## src/sv/rilbp_pkg.sv

```systemverilog
`default_nettype none
// ----------------------------------------------------------------------------
// rilbp_pkg
// Shared constants, types and the rotation-minimum function for the
// rotation-invariant 3x3 LBP block.
// ----------------------------------------------------------------------------
package rilbp_pkg;

    localparam int MAX_WIDTH_DEFAULT = 1024;
    localparam int HEIGHT_LIMIT      = 4096;
    localparam int ROW_W             = 12;   // row counter, 0..HEIGHT_LIMIT-1
    localparam int PIX_W             = 8;
    localparam int CFG_W             = 13;   // widest config register
    localparam int WIDTH_REG_W       = 11;
    localparam int HEIGHT_REG_W      = 13;

    // config register indexes
    localparam logic CFG_IDX_WIDTH  = 1'b0;
    localparam logic CFG_IDX_HEIGHT = 1'b1;

    // output queue
    localparam int FIFO_DEPTH = 4;
    localparam int FIFO_AW    = 2;
    localparam int FIFO_CW    = 3;

    typedef struct packed {
        logic [PIX_W-1:0] code;
        logic             last;
    } result_t;

    // smallest of the eight circular rotations of an 8-bit code
    function automatic logic [7:0] rot_min(input logic [7:0] code);
        logic [7:0] best;
        logic [7:0] v;
        best = code;
        v    = code;
        for (int k = 0; k < 7; k++) begin
            v = {v[0], v[7:1]};
            if (v < best) begin
                best = v;
            end
        end
        return best;
    endfunction

endpackage
`default_nettype wire

```

## src/sv/rilbp_out_fifo.sv

```systemverilog
`default_nettype none
// ----------------------------------------------------------------------------
// rilbp_out_fifo
// Small result queue that decouples the fixed pipeline from output stalls.
// ----------------------------------------------------------------------------
module rilbp_out_fifo (
    input  wire logic                              clk,
    input  wire logic                              rst_n,
    input  wire logic                              push,
    input  wire rilbp_pkg::result_t                push_data,
    input  wire logic                              pop,
    output rilbp_pkg::result_t                     head,
    output logic [rilbp_pkg::FIFO_CW-1:0]          count
);

    rilbp_pkg::result_t                entry_reg [rilbp_pkg::FIFO_DEPTH];
    logic [rilbp_pkg::FIFO_AW-1:0]     wr_ptr_reg, wr_ptr_next;
    logic [rilbp_pkg::FIFO_AW-1:0]     rd_ptr_reg, rd_ptr_next;
    logic [rilbp_pkg::FIFO_CW-1:0]     count_reg, count_next;

    always_comb
    begin
        wr_ptr_next = push ? wr_ptr_reg + 1'b1 : wr_ptr_reg;
        rd_ptr_next = pop  ? rd_ptr_reg + 1'b1 : rd_ptr_reg;
        count_next  = count_reg;
        if (push && !pop)
        begin
            count_next = count_reg + 1'b1;
        end
        else if (pop && !push)
        begin
            count_next = count_reg - 1'b1;
        end
    end

    always_ff @(posedge clk or negedge rst_n)
    begin
        if (!rst_n)
        begin
            wr_ptr_reg <= '0;
            rd_ptr_reg <= '0;
            count_reg  <= '0;
        end
        else
        begin
            wr_ptr_reg <= wr_ptr_next;
            rd_ptr_reg <= rd_ptr_next;
            count_reg  <= count_next;
        end
    end

    always_ff @(posedge clk)
    begin
        if (push)
        begin
            entry_reg[wr_ptr_reg] <= push_data;
        end
    end

    assign head  = entry_reg[rd_ptr_reg];
    assign count = count_reg;

endmodule
`default_nettype wire
```

## config.mk

```make
export PLATFORM = sky130hd
export DESIGN_NAME = rilbp_out_fifo
export DESIGN_NICKNAME = d
export VERILOG_FILES = /design/src/sv/rilbp_pkg.sv /design/src/sv/rilbp_out_fifo.sv
export SDC_FILE = /design/constraint.sdc
export NUM_CORES = 1
export LEC_CHECK = 0
export ABC_AREA = 1
export ABC_CLOCK_PERIOD_IN_PS = 1500
export BUFFER_PORTS_ARGS = -buffer_cell sky130_fd_sc_hd__buf_2
export CELL_PAD_IN_SITES_DETAIL_PLACEMENT = 0
export CELL_PAD_IN_SITES_GLOBAL_PLACEMENT = 1
export CORE_MARGIN = 5
export CORE_UTILIZATION = 30
export CTS_CLUSTER_DIAMETER = 50
export DETAILED_ROUTE_END_ITERATION = 7
export GPL_TIMING_DRIVEN = 0
export HOLD_SLACK_MARGIN = 0.08
export PLACE_DENSITY_LB_ADDON = 0.12
export SLEW_MARGIN = 20
export SYNTH_ARGS = -nofsm -noshare
export SYNTH_HDL_FRONTEND = slang
export SYNTH_SLANG_ARGS = --single-unit
```

## constraint.sdc

```tcl
create_clock -name clk -period 1.5 [get_ports clk]
set_input_delay 0.225 -clock clk [delete_from_list [all_inputs] [get_ports clk]]
set_output_delay 0.225 -clock clk [all_outputs]
set_load 0.005 [all_outputs]
```

Yosys cells after proc, flatten, opt, wreduce, memory -nomap -nowiden
Memory sizes are Yosys's and may differ from the RTL's.
Cells that the tools add are included.
{ "classes": {"add_sub_neg": 4, "muxes": 4, "reduce_logical": 5} }
{ "op_table": {"columns": ["operator", "n"], "rows": [
  ["$mux 3", 2],
  ["$add 2x1->2 const B", 2],
  ["$add 3x1->3 const B", 1],
  ["$sub 3x1->3 const B", 1],
  ["$logic_and 1x1->1", 2],
  ["$logic_not 1->1", 2],
  ["$mux 1", 2],
  ["$reduce_bool 2->1", 1]
]} }
{ "word_totals": {"regBits": 7, "ram_bits": 36, "in_bits": 13, "elab_cells": 17, "memories": 1} }
{ "mem_list": {"columns": ["name", "words", "width", "read_ports", "rd_clocked_by_memory_dff", "write_ports", "line", "source"], "rows": [
  ["entry_reg", 4, 9, 1, 0, 1, "rilbp_out_fifo.sv:16", "rilbp_pkg::result_t entry_reg [rilbp_pkg::FIFO_DEPTH];"]
]} }

Longest topological paths before layout
Gate-level depths: netlist of run 1.
{ "logic_depth": {"ltp_word": 4, "ltp_mapped": 9} }

Worst setup path after synthesis of run 1
Ideal clock, no wire load.
{ "synth_path": {"kind": "register -> register", "startpoint": "register count_reg, in the netlist count[0]", "endpoint": "register count_reg, in the netlist count[2]", "arrival_time_ns": 1.077, "slack_ns": 0.306, "path_stages_with_launch": 6, "cell_sequence": "dfrtp_1 > fa_1 > nand2_1 > nand3_1 > nand2_1 > nand2_1"} }
{ "synth_via": {"elab_chain_cells": 3, "elab_cells_between_ends": 4, "classes_between": "2 x add/sub; 2 x mux"} }
{ "synth_lines": {"columns": ["element", "line", "source"], "rows": [
  ["from (decl)", "rilbp_out_fifo.sv:19", "logic [rilbp_pkg::FIFO_CW-1:0] count_reg, count_next;"],
  ["from (signal assigned)", "rilbp_out_fifo.sv:48", "count_reg <= count_next;"],
  ["$sub 3x1->3", "rilbp_out_fifo.sv:32", "count_next = count_reg - 1'b1;"],
  ["$mux 3", "rilbp_out_fifo.sv:30", "else if (pop && !push)"],
  ["$mux 3 (*)", "rilbp_out_fifo.sv:26", "if (push && !pop)"]
]} }
Every way passes the cells marked *; elsewhere a longest branch is shown, timed or not. The select of a mux whose other input is x is not followed.
A chain may end at the register's enable or synchronous reset.

==> results of run 1 <==
[synthesized netlist by cell type (all sizes together)]
master,instances,area share [%]
nand2,40,8.9
edfxtp,36,56
inv,30,6.1
o211ai,18,9.6
dfrtp,7,9.1
buf,6,3.6
ha,5,3.2
xor2,3,1.4
fa,1,1.0
nand3,1,0.26
nand4,1,0.32
o21ai,1,0.26
xnor2,1,0.45
[through the flow]
| step | setup WS [ns] | utilization (%) | instance area [um2] | hold slack [ns] |
|---|---|---|---|---|
| 6_report | -0.0342 | 38.0 | 2400 | 0.147 |
| 5_1_grt | -0.112 | 38.0 | 2400 | 0.133 |
| 4_1_cts | -0.0576 | 36.9 | 2330 | 0.141 |
| 3_5_place_dp | 0.0524 | 34.1 | 2150 | 0.0779 |
| 3_3_place_gp | 0.0767 | 34.1 | 2150 | 0.0701 |
| 2_1_floorplan | 0.306 | - | 1930 | -0.0706 |
[cell type report]
cell class | count | area (um2) | share of cell area [%]
plain buffers | 6 | 68.8 | 2.87
clock buffers | 6 | 72.6 | 3.03
clock inverters | 1 | 30.0 | 1.25
inverters | 30 | 129 | 5.38
multi-input cells | 71 | 517 | 21.6
flip-flops and latches | 43 | 1260 | 52.4
well taps | 77 | 96.3 | 4.02
repair buffers | 33 | 228 | 9.50
[worst max path at each step]
stage,start,slack [ns],to,depth (start not counted)
after floorplan,count[0]$_DFFE_PN0P_,0.31,count[2]$_DFFE_PN0P_,5
after global placement,wr_ptr_reg[0]$_DFFE_PN0P_,0.08,entry_reg[0][1]$_DFFE_PP_,4
after detailed placement,wr_ptr_reg[1]$_DFFE_PN0P_,0.05,entry_reg[1][1]$_DFFE_PP_,4
after CTS,rd_ptr_reg[0]$_DFFE_PN0P_,-0.06,head[6],5
after global routing,rd_ptr_reg[0]$_DFFE_PN0P_,-0.11,head[5],5
final,rd_ptr_reg[0]$_DFFE_PN0P_,-0.03,head[1],5
[metal layers]
metal | vias to the layer above | share of wire [%] | GRT usage, %
li1 | 577 | - | -
met1 | 539 | 44 | 12.5
met2 | 18 | 50 | 15.7
met3 | 6 | 4.1 | 3.17
met4 | 0 | 1.6 | 3.35
met5 | - | 0 | 0
[cells in the final DEF, fill, tap and decap left out, drive strengths merged]
cell type | netlist | final
clkinvlp | 0 | 3
bufinv | 0 | 1
ha | 5 | 5
nand4 | 1 | 1
o21ai | 1 | 1
nand3 | 1 | 1
o211ai | 18 | 18
xor2 | 3 | 3
clkbuf | 0 | 7
dfrtp | 7 | 7
edfxtp | 36 | 36
fa | 1 | 1
xnor2 | 1 | 1
nand2 | 40 | 40
buf | 6 | 37
dlygate4sd3 | 0 | 1
inv | 30 | 27
[where the power goes]
part	switching, uW	internal (uW)
sequential	125	1600
combinational	1060	935
clock	351	487
total	1540	3020
[kinds of logic (layout without fill, tap and decap cells)]
| family | after synthesis | in the layout | synth area share (%) |
|---|---|---|---|
| compound gates | 19 | 19 | 9.83 |
| xor+xnor | 4 | 4 | 1.81 |
| fa+ha+maj | 6 | 6 | 4.27 |
| buf+inv | 36 | 76 | 9.64 |
| flops | 43 | 43 | 64.9 |
| simple gates | 42 | 42 | 9.51 |
[what timing repair did]
| action | in CTS | in global routing |
|---|---|---|
| gates resized for setup | 1 | 8 |
| hold buffers | 1 | 0 |
| buffers inserted | 5 | 1 |
| gates cloned | 1 | 1 |
| pin swaps | 6 | 17 |
| endpoints found under the hold margin | 7 | 0 |
| setup endpoints to repair | 9 | 31 |
==> impl_metrics.yaml, run 1 <==
sta:
  fin_crit_sh_pct: 102
  rsz0062_at_grt: "true"
  fin_skew_ns: 0.00464
  max_freq_mhz: 652
  setup_tns_ns: -0.201
  max-slew-margin-rel_pct: 70.1
  finalSetupViolCount: 9
  worstMarginPinSlew_ns: 0.447
  finalCriticalPeriod_ns: 1.53
  setup_ws_ns: -0.0342
  slew_violations: 0
  finalHoldViolCount: 0
final_layout:
  areaGrowthSynthToFinish_pct: 23.9
  largest_reg_flops: 36
  n_fill_cell: 631
  final_cells: 267
  diodes: 0
  drive_above_1_share_pct: 35.3
  nNetsFinal: 209
global_route:
  antenna_found_initial: 0
  grt-ovfl-total: 0
  grt_pass1_vias: 1134
  grt_pass1_wl_mm: 6.05
  grt_max_degree: 13
  grt_usage_pct: 9.79
synth:
  synth.distinct_cells: 19
  synth_fp_nets: 169
  syn_area_per_cell_um2: 12.9
  ys_ff_latch: 43
  synth_area_mm2: 0.00193
  ys_seq_area_share_pct: 64.9
  synthCells: 150
  synth_warnings: 0
pwr:
  power-per-cell-area_mw_per_mm2: 1900
  max-vdd-ir-drop_v: 0.000557
  p_total_uw: 4560
  p_leak_uw: 0.00104
detailed_routing:
  post-route-drc-count: 0
  drtAntennaViolNets: 0
  wl_per_cell_um: 14.2
  routed_wl_mm: 3.79
  dr_total_vias: 1140
  drtIter0Drc: 21
  drt-vias-per-instance: 4.27
  drt-pass1-iter-count: 4
clocking:
  clk_latency_ns: 0.29
  clkSinkCount: 43
  cts_max_level: 2
  cts_root_buf: "clkbuf_8"
  cts_tree: "built"
  path_clk_slew_ns: 0.08
  numCtsBuffers: 5
  clockBufferDepth: 2
critical_path:
  slowest_delay_ns: 0.39
  critPathSlowestCell: "dfrtp_1"
  worstSetupEndpointType: "output port"
  startpoint_type: "register"
  cp.arrival_ns: 1.31
  cp_cell_sequence: "buf_6 -> buf_16 -> o211ai_2 -> nand2_1 -> buf_2"
  critical_path.max_fanout: 8
  reg2reg_slack_ns: 0.14
  cp_top_family: "buffers and inverters"
  worst-r2r-cell-count: 4
  r2r_start: "wr_ptr_reg[0]$_DFFE_PN0P_"
  worst-setup-path-type: "reg2out"
  r2r-end: "entry_reg[0][2]$_DFFE_PP_"
  path_buf_inv: 3
  cp.required_ns: 1.27
flow_run:
  cap_violations: 0
die:
  rows: 29
  initial_core_util_pct: 30.6
  die_x_um: 90.3
  fp.dieH_um: 90.3
  die_area_mm2: 0.00815
  coreArea_mm2: 0.00631
  io_pins: 25
hold_path:
  holdPathStages: 2
  hold_path.class: "in2reg"
  hold_start: "pop"
  hold_end: "rd_ptr_reg[0]$_DFFE_PN0P_"
placed_design:
  hpwl_mm: 2.50
  io_buffer_count: 24
  place.gp.congestion: 0.741
  dp_cells: 251
run_status:
  failed_checks: "setup timing"
  status: "finished with violations"
Note: power is estimated with default switching activity, not from simulation.
==> run 2: changes to the inputs <==
--- a/config.mk
+++ b/config.mk
@@ -8,8 +8,6 @@
 export ABC_AREA = 1
 export ABC_CLOCK_PERIOD_IN_PS = 1500
 export BUFFER_PORTS_ARGS = -buffer_cell sky130_fd_sc_hd__buf_2
-export CELL_PAD_IN_SITES_DETAIL_PLACEMENT = 0
-export CELL_PAD_IN_SITES_GLOBAL_PLACEMENT = 1
 export CORE_MARGIN = 5
 export CORE_UTILIZATION = 30
 export CTS_CLUSTER_DIAMETER = 50
==> impl_metrics.yaml, run 2 (synthesized netlist as in run 1, its figures left out) <==
run_status:
  status: "finished with violations"
  failed_checks: "setup timing"
die:
  coreArea_mm2: 0.00631
  die_area_mm2: 0.00815
  fp.dieH_um: 90.3
  initial_core_util_pct: 30.6
  die_x_um: 90.3
  io_pins: 25
  rows: 29
sta:
  fin_skew_ns: 0.00419
  max_freq_mhz: 653
  worstMarginPinSlew_ns: 0.503
  finalHoldViolCount: 0
  rsz0062_at_grt: "true"
  finalSetupViolCount: 8
  finalCriticalPeriod_ns: 1.53
  slew_violations: 0
  max-slew-margin-rel_pct: 66.4
  fin_crit_sh_pct: 102
  setup_ws_ns: -0.0323
  setup_tns_ns: -0.137
pwr:
  p_total_uw: 4570
  p_leak_uw: 0.00105
  power-per-cell-area_mw_per_mm2: 1910
  max-vdd-ir-drop_v: 0.000654
clocking:
  clockBufferDepth: 2
  path_clk_slew_ns: 0.08
  clkSinkCount: 43
  cts_tree: "built"
  clk_latency_ns: 0.29
  cts_max_level: 2
  numCtsBuffers: 5
  cts_root_buf: "clkbuf_8"
final_layout:
  drive_above_1_share_pct: 34.4
  most-common-layout-cells: "edfxtp_1, nand2_1, inv_1"
  largest_reg_flops: 36
  areaGrowthSynthToFinish_pct: 23.7
  diodes: 0
  mostFrequentLayoutCell: "edfxtp_1"
  nNetsFinal: 207
  utilization_pct: 37.9
critical_path:
  cp.arrival_ns: 1.31
  slowest_delay_ns: 0.39
  cp-startpoint: "rd_ptr_reg[0]$_DFFE_PN0P_"
  critical_path.max_fanout: 6
  cp.required_ns: 1.27
  r2r-end: "entry_reg[1][5]$_DFFE_PP_"
  startpoint_type: "register"
  worstSetupEndpointType: "output port"
  cp_cell_sequence: "buf_6 -> clkbuf_16 -> nand2_4 -> o211ai_2 -> nand2_1 -> buf_2"
  worst-r2r-cell-count: 4
  r2r_start: "wr_ptr_reg[1]$_DFFE_PN0P_"
  worst-setup-path-type: "reg2out"
  reg2reg_slack_ns: 0.10
  cp-endpoint: "head[0]"
  critPathSlowestCell: "dfrtp_1"
global_route:
  grt-ovfl-total: 0
  grt_usage_pct: 10.0
  grt_pass1_wl_mm: 6.22
  grt_pass1_vias: 1192
  grt_max_degree: 14
  antenna_found_initial: 0
detailed_routing:
  dr_total_vias: 1140
  wl_per_cell_um: 14.3
  drtIter0Drc: 36
  post-route-drc-count: 0
  drtAntennaViolNets: 0
  routed_wl_mm: 3.80
  drt-vias-per-instance: 4.29
  drt-pass1-iter-count: 4
hold_path:
  hold_path.class: "in2reg"
  holdPathStages: 1
placed_design:
  io_buffer_count: 24
  hpwl_mm: 2.45
  place.gp.congestion: 0.708
  post-place-ws_ns: 0.0624
flow_run:
  cap_violations: 0
==> run 2: changes by cell type in the layout (fill, tap and decap cells not counted) <==
cell / change
buf_2: -1
clkbuf_1: -1
clkinv_1: +1
buf_4: -4
clkinv_2: +1
clkinvlp_4: -1
inv_1: +1
buf_6: +2
clkbuf_4: +1
==> run 2: layout make-up <==
cell class | count | area (um2)
timing repair buffer | 31 | 220
inverter | 30 | 125
multi-input combinational | 71 | 517
tap | 77 | 96.3
buffer | 6 | 71.3
clock inverter | 3 | 38.8
clock buffer | 5 | 68.8
fill | 628 | 3920
sequential | 43 | 1260
==> run 2: repair_timing <==
| item | CTS | global route |
|---|---|---|
| setup buffers | 3 | 1 |
| endpoints found under the hold margin | 7 | 0 |
| gates cloned | 1 | 1 |
| gates resized for setup | 2 | 9 |
| pin swaps | 10 | 13 |
| endpoints found under the setup margin | 9 | 20 |
| hold buffers | 1 | 0 |
==> run 2: routing by layer <==
layer,global-route usage [%],routed length [um],up-vias
li1,-,-,572
met1,12.0,1560,550
met2,17.4,2090,16
met3,3.08,128,2
met4,2.61,20,0
met5,0,0,-
==> run 2: worst max-delay path: cells and delay by family (launching register included) <==
family / cells / cell delay, ns
compound gates: 1 / 0.06
simple gates: 2 / 0.12
flops: 1 / 0.39
buf+inv: 3 / 0.44
==> run 2: worst min path at each step <==
stage | start | end | slack (ns)
6_report | push_data[6] | entry_reg[0][6]$_DFFE_PP_ | 0.15
4_1_cts | pop | rd_ptr_reg[0]$_DFFE_PN0P_ | 0.14
5_1_grt | push_data[8] | entry_reg[3][8]$_DFFE_PP_ | 0.13
3_5_place_dp | rst_n | count[0]$_DFFE_PN0P_ | 0.07
3_3_place_gp | rst_n | count[0]$_DFFE_PN0P_ | 0.07
2_1_floorplan | rst_n | count[0]$_DFFE_PN0P_ | -0.07
==> run 2: power by group <==
group / leakage (uW) / switching, uW / internal [uW]
clock network: 0.0000556 / 375 / 487
registers: 0.000414 / 121 / 1600
logic: 0.000578 / 1070 / 923
==> run 2: per-stage QoR <==
stage / hold slack [ns] / std cells / instance area [um2]
after floorplan: -0.0706 / 150 / 1930
after global placement: 0.0667 / 251 / 2150
after detailed placement: 0.0677 / 251 / 2150
after CTS: 0.138 / 264 / 2320
after global routing: 0.130 / 266 / 2390
final: 0.146 / 266 / 2390
==> run 3: changes to the inputs <==
--- a/config.mk
+++ b/config.mk
@@ -5,7 +5,6 @@
 export SDC_FILE = /design/constraint.sdc
 export NUM_CORES = 1
 export LEC_CHECK = 0
-export ABC_AREA = 1
 export ABC_CLOCK_PERIOD_IN_PS = 1500
 export BUFFER_PORTS_ARGS = -buffer_cell sky130_fd_sc_hd__buf_2
 export CORE_MARGIN = 5
==> impl_metrics.yaml, run 3 <==
final_layout:
  most-common-layout-cells: "edfxtp_1, buf_2, mux4_2"
  drive_above_1_share_pct: 43.5
  utilization_pct: 37.6
  nNetsFinal: 133
  n_fill_cell: 531
  final_cells: 187
  largest_reg_flops: 36
  mostFrequentLayoutCell: "edfxtp_1"
  areaGrowthSynthToFinish_pct: 22.5
  diodes: 0
clocking:
  cts_root_buf: "clkbuf_8"
  cts_max_level: 2
  cts_tree: "built"
  numCtsBuffers: 5
  clockBufferDepth: 2
  clkSinkCount: 43
  clk_latency_ns: 0.29
  path_clk_slew_ns: 0.07
critical_path:
  cp.required_ns: 1.27
  cp.arrival_ns: 1.50
  r2r_start: "wr_ptr_reg[0]$_DFFE_PN0P_"
  reg2reg_slack_ns: 0.10
  startpoint_type: "register"
  critical_path.max_fanout: 4
  critPathSlowestCell: "mux4_2"
  slowest_delay_ns: 0.48
  worstSetupEndpointType: "output port"
  worst-r2r-cell-count: 2
  cp_cell_sequence: "clkbuf_16 -> mux4_2 -> buf_2"
  r2r-end: "entry_reg[3][5]$_DFFE_PP_"
  worst-setup-path-type: "reg2out"
synth:
  yosys-top-cells-count: "edfxtp_1, mux4_2, dfrtp_1, ha_1"
  synth_fp_nets: 98
  ys_top_cells_by_area: "edfxtp_1, mux4_2, dfrtp_1"
  synth_top_family_by_area: "multiplexers"
  synth_warnings: 0
  syn_area_per_cell_um2: 21.3
  synth_edf_count: 36
  yosysMostFrequentCell: "edfxtp_1"
  synth_top_area_share_pct: 64.3
  synth_area_mm2: 0.00168
  synthArstFlopShare_pct: 16.3
  muxShareOfSynthArea_pct: 12.9
  synth-compound-area-share_pct: 0.298
  synth-simple-area-share_pct: 2.16
  ys_ff_latch: 43
  synthCells: 79
  synth-xor-area-share_pct: 3.13
  ys_seq_area_share_pct: 74.7
  synth.distinct_cells: 16
  yosys.area.top_type: "edfxtp_1"
  synthAdderAreaFrac_pct: 4.91
  synth_ff_type: "edfxtp_1"
global_route:
  grt-ovfl-total: 0
  grt_usage_pct: 8.85
  antenna_found_initial: 0
  grt_max_degree: 14
  grt_pass1_vias: 848
  grt_pass1_wl_mm: 4.59
hold_path:
  hold_start: "pop"
  hold_path.class: "in2reg"
  holdPathStages: 2
  hold_end: "rd_ptr_reg[0]$_DFFE_PN0P_"
sta:
  fin_skew_ns: 0.00247
  slew_violations: 0
  max-slew-margin-rel_pct: 65.4
  setup_ws_ns: -0.224
  finalCriticalPeriod_ns: 1.72
  finalSetupViolCount: 9
  finalHoldViolCount: 0
  rsz0062_at_grt: "true"
  fin_crit_sh_pct: 115
  max_freq_mhz: 580
  worstMarginPinSlew_ns: 0.518
placed_design:
  dp_cells: 175
  hpwl_mm: 1.90
  post-place-ws_ns: -0.0196
  place.gp.congestion: 0.672
  io_buffer_count: 24
flow_run:
  cap_violations: 0
die:
  initial_core_util_pct: 30.7
  die_area_mm2: 0.00720
  coreArea_mm2: 0.00547
  io_pins: 25
  rows: 27
  die_x_um: 84.9
  fp.dieH_um: 84.9
detailed_routing:
  drtIter0Drc: 39
  routed_wl_mm: 2.86
  drtAntennaViolNets: 0
  wl_per_cell_um: 15.3
  drt-pass1-iter-count: 4
  dr_total_vias: 808
  drt-vias-per-instance: 4.32
  post-route-drc-count: 0
pwr:
  seqPwrFrac_pct: 45.6
  clkPwrFrac_pct: 22.1
  pwr-share-comb_pct: 32.2
  power-per-cell-area_mw_per_mm2: 1840
  netSwitchingPower_uw: 1020
  p_leak_uw: 0.000769
  switching_share_pct: 27.0
  max-vdd-ir-drop_v: 0.000708
  p_int_uw: 2770
run_status:
  failed_checks: "setup timing"
  status: "finished with violations"
==> run 3: worst max-delay path by stage <==
stage	start	endpoint	slack [ns]	depth (start not counted)
3_3_place_gp	push	count[2]$_DFFE_PN0P_	-0.02	7
3_5_place_dp	wr_ptr_reg[1]$_DFFE_PN0P_	entry_reg[1][5]$_DFFE_PP_	-0.02	3
4_1_cts	rd_ptr_reg[0]$_DFFE_PN0P_	head[0]	-0.25	3
6_report	rd_ptr_reg[0]$_DFFE_PN0P_	head[4]	-0.22	3
5_1_grt	rd_ptr_reg[0]$_DFFE_PN0P_	head[0]	-0.30	3
2_1_floorplan	count[0]$_DFFE_PN0P_	count[2]$_DFFE_PN0P_	0.18	4
==> run 3: routing by layer <==
layer  share of wire [%]  up-vias  GRT usage [%]
met5                   0        -              0
met4                 1.8        0           3.45
met3                 5.1        5           4.17
met2                  52       18           13.8
met1                  41      416           10.7
li1                    -      369              -
==> run 3: area by class of cell <==
| type | instances | area (um2) | share of cell area [%] |
|---|---|---|---|
| clock inverter | 3 | 38.8 | 1.88 |
| sequential | 43 | 1260 | 61.1 |
| tap | 72 | 90.1 | 4.37 |
| inverter | 4 | 15.0 | 0.729 |
| timing repair buffer | 28 | 170 | 8.26 |
| multi-input combinational | 30 | 394 | 19.1 |
| clock buffer | 5 | 68.8 | 3.34 |
| buffer | 2 | 25.0 | 1.22 |
==> run 3: logic make-up (layout without fill, tap and decap cells) <==
logic type                 count (synthesis)  after routing
xor gates and xnor gates                   6              6
adders and majority gates                  6              6
muxes                                     10             10
AOI/OAI and AO/OA                          1              1
DFF                                       43             43
and+or+nand+nor                            7              7
buffers and inverters                      6             42
==> run 3: repair_timing <==
item | in CTS | in global routing
endpoints found under the setup margin | 27 | 18
hold buffers | 1 | 0
cloned | 0 | 1
gates resized for setup | 5 | 2
hold endpoints to repair | 7 | 0
buffers inserted | 1 | 1
==> run 3: power by group through the flow <==
stage / Sequential (uW) / Combinational, uW / Clock [uW]
final: 1730 / 1220 / 839
after global routing: 1760 / 1360 / 941
after CTS: 1720 / 1180 / 868
after detailed placement: 1750 / 1110 / 0
after global placement: 1730 / 1090 / 0
after floorplan: 1720 / 699 / 0
==> run 3: through the flow <==
step	instance area, um2	hold WS (ns)	power, uW	TNS [ns]
floorplan	1680	-0.0706	2420	0
global placement	1890	0.0668	2820	-0.0182
detailed placement	1890	0.0753	2850	-0.193
CTS	2020	0.133	3770	-1.98
global route	2060	0.126	4060	-2.56
finish	2060	0.137	3790	-1.87
==> run 3: critical path: cells and delay by family (launching register included) <==
kind	cells	cell delay, ns
buffers and inverters	2	0.31
DFF	1	0.43
muxes	1	0.48
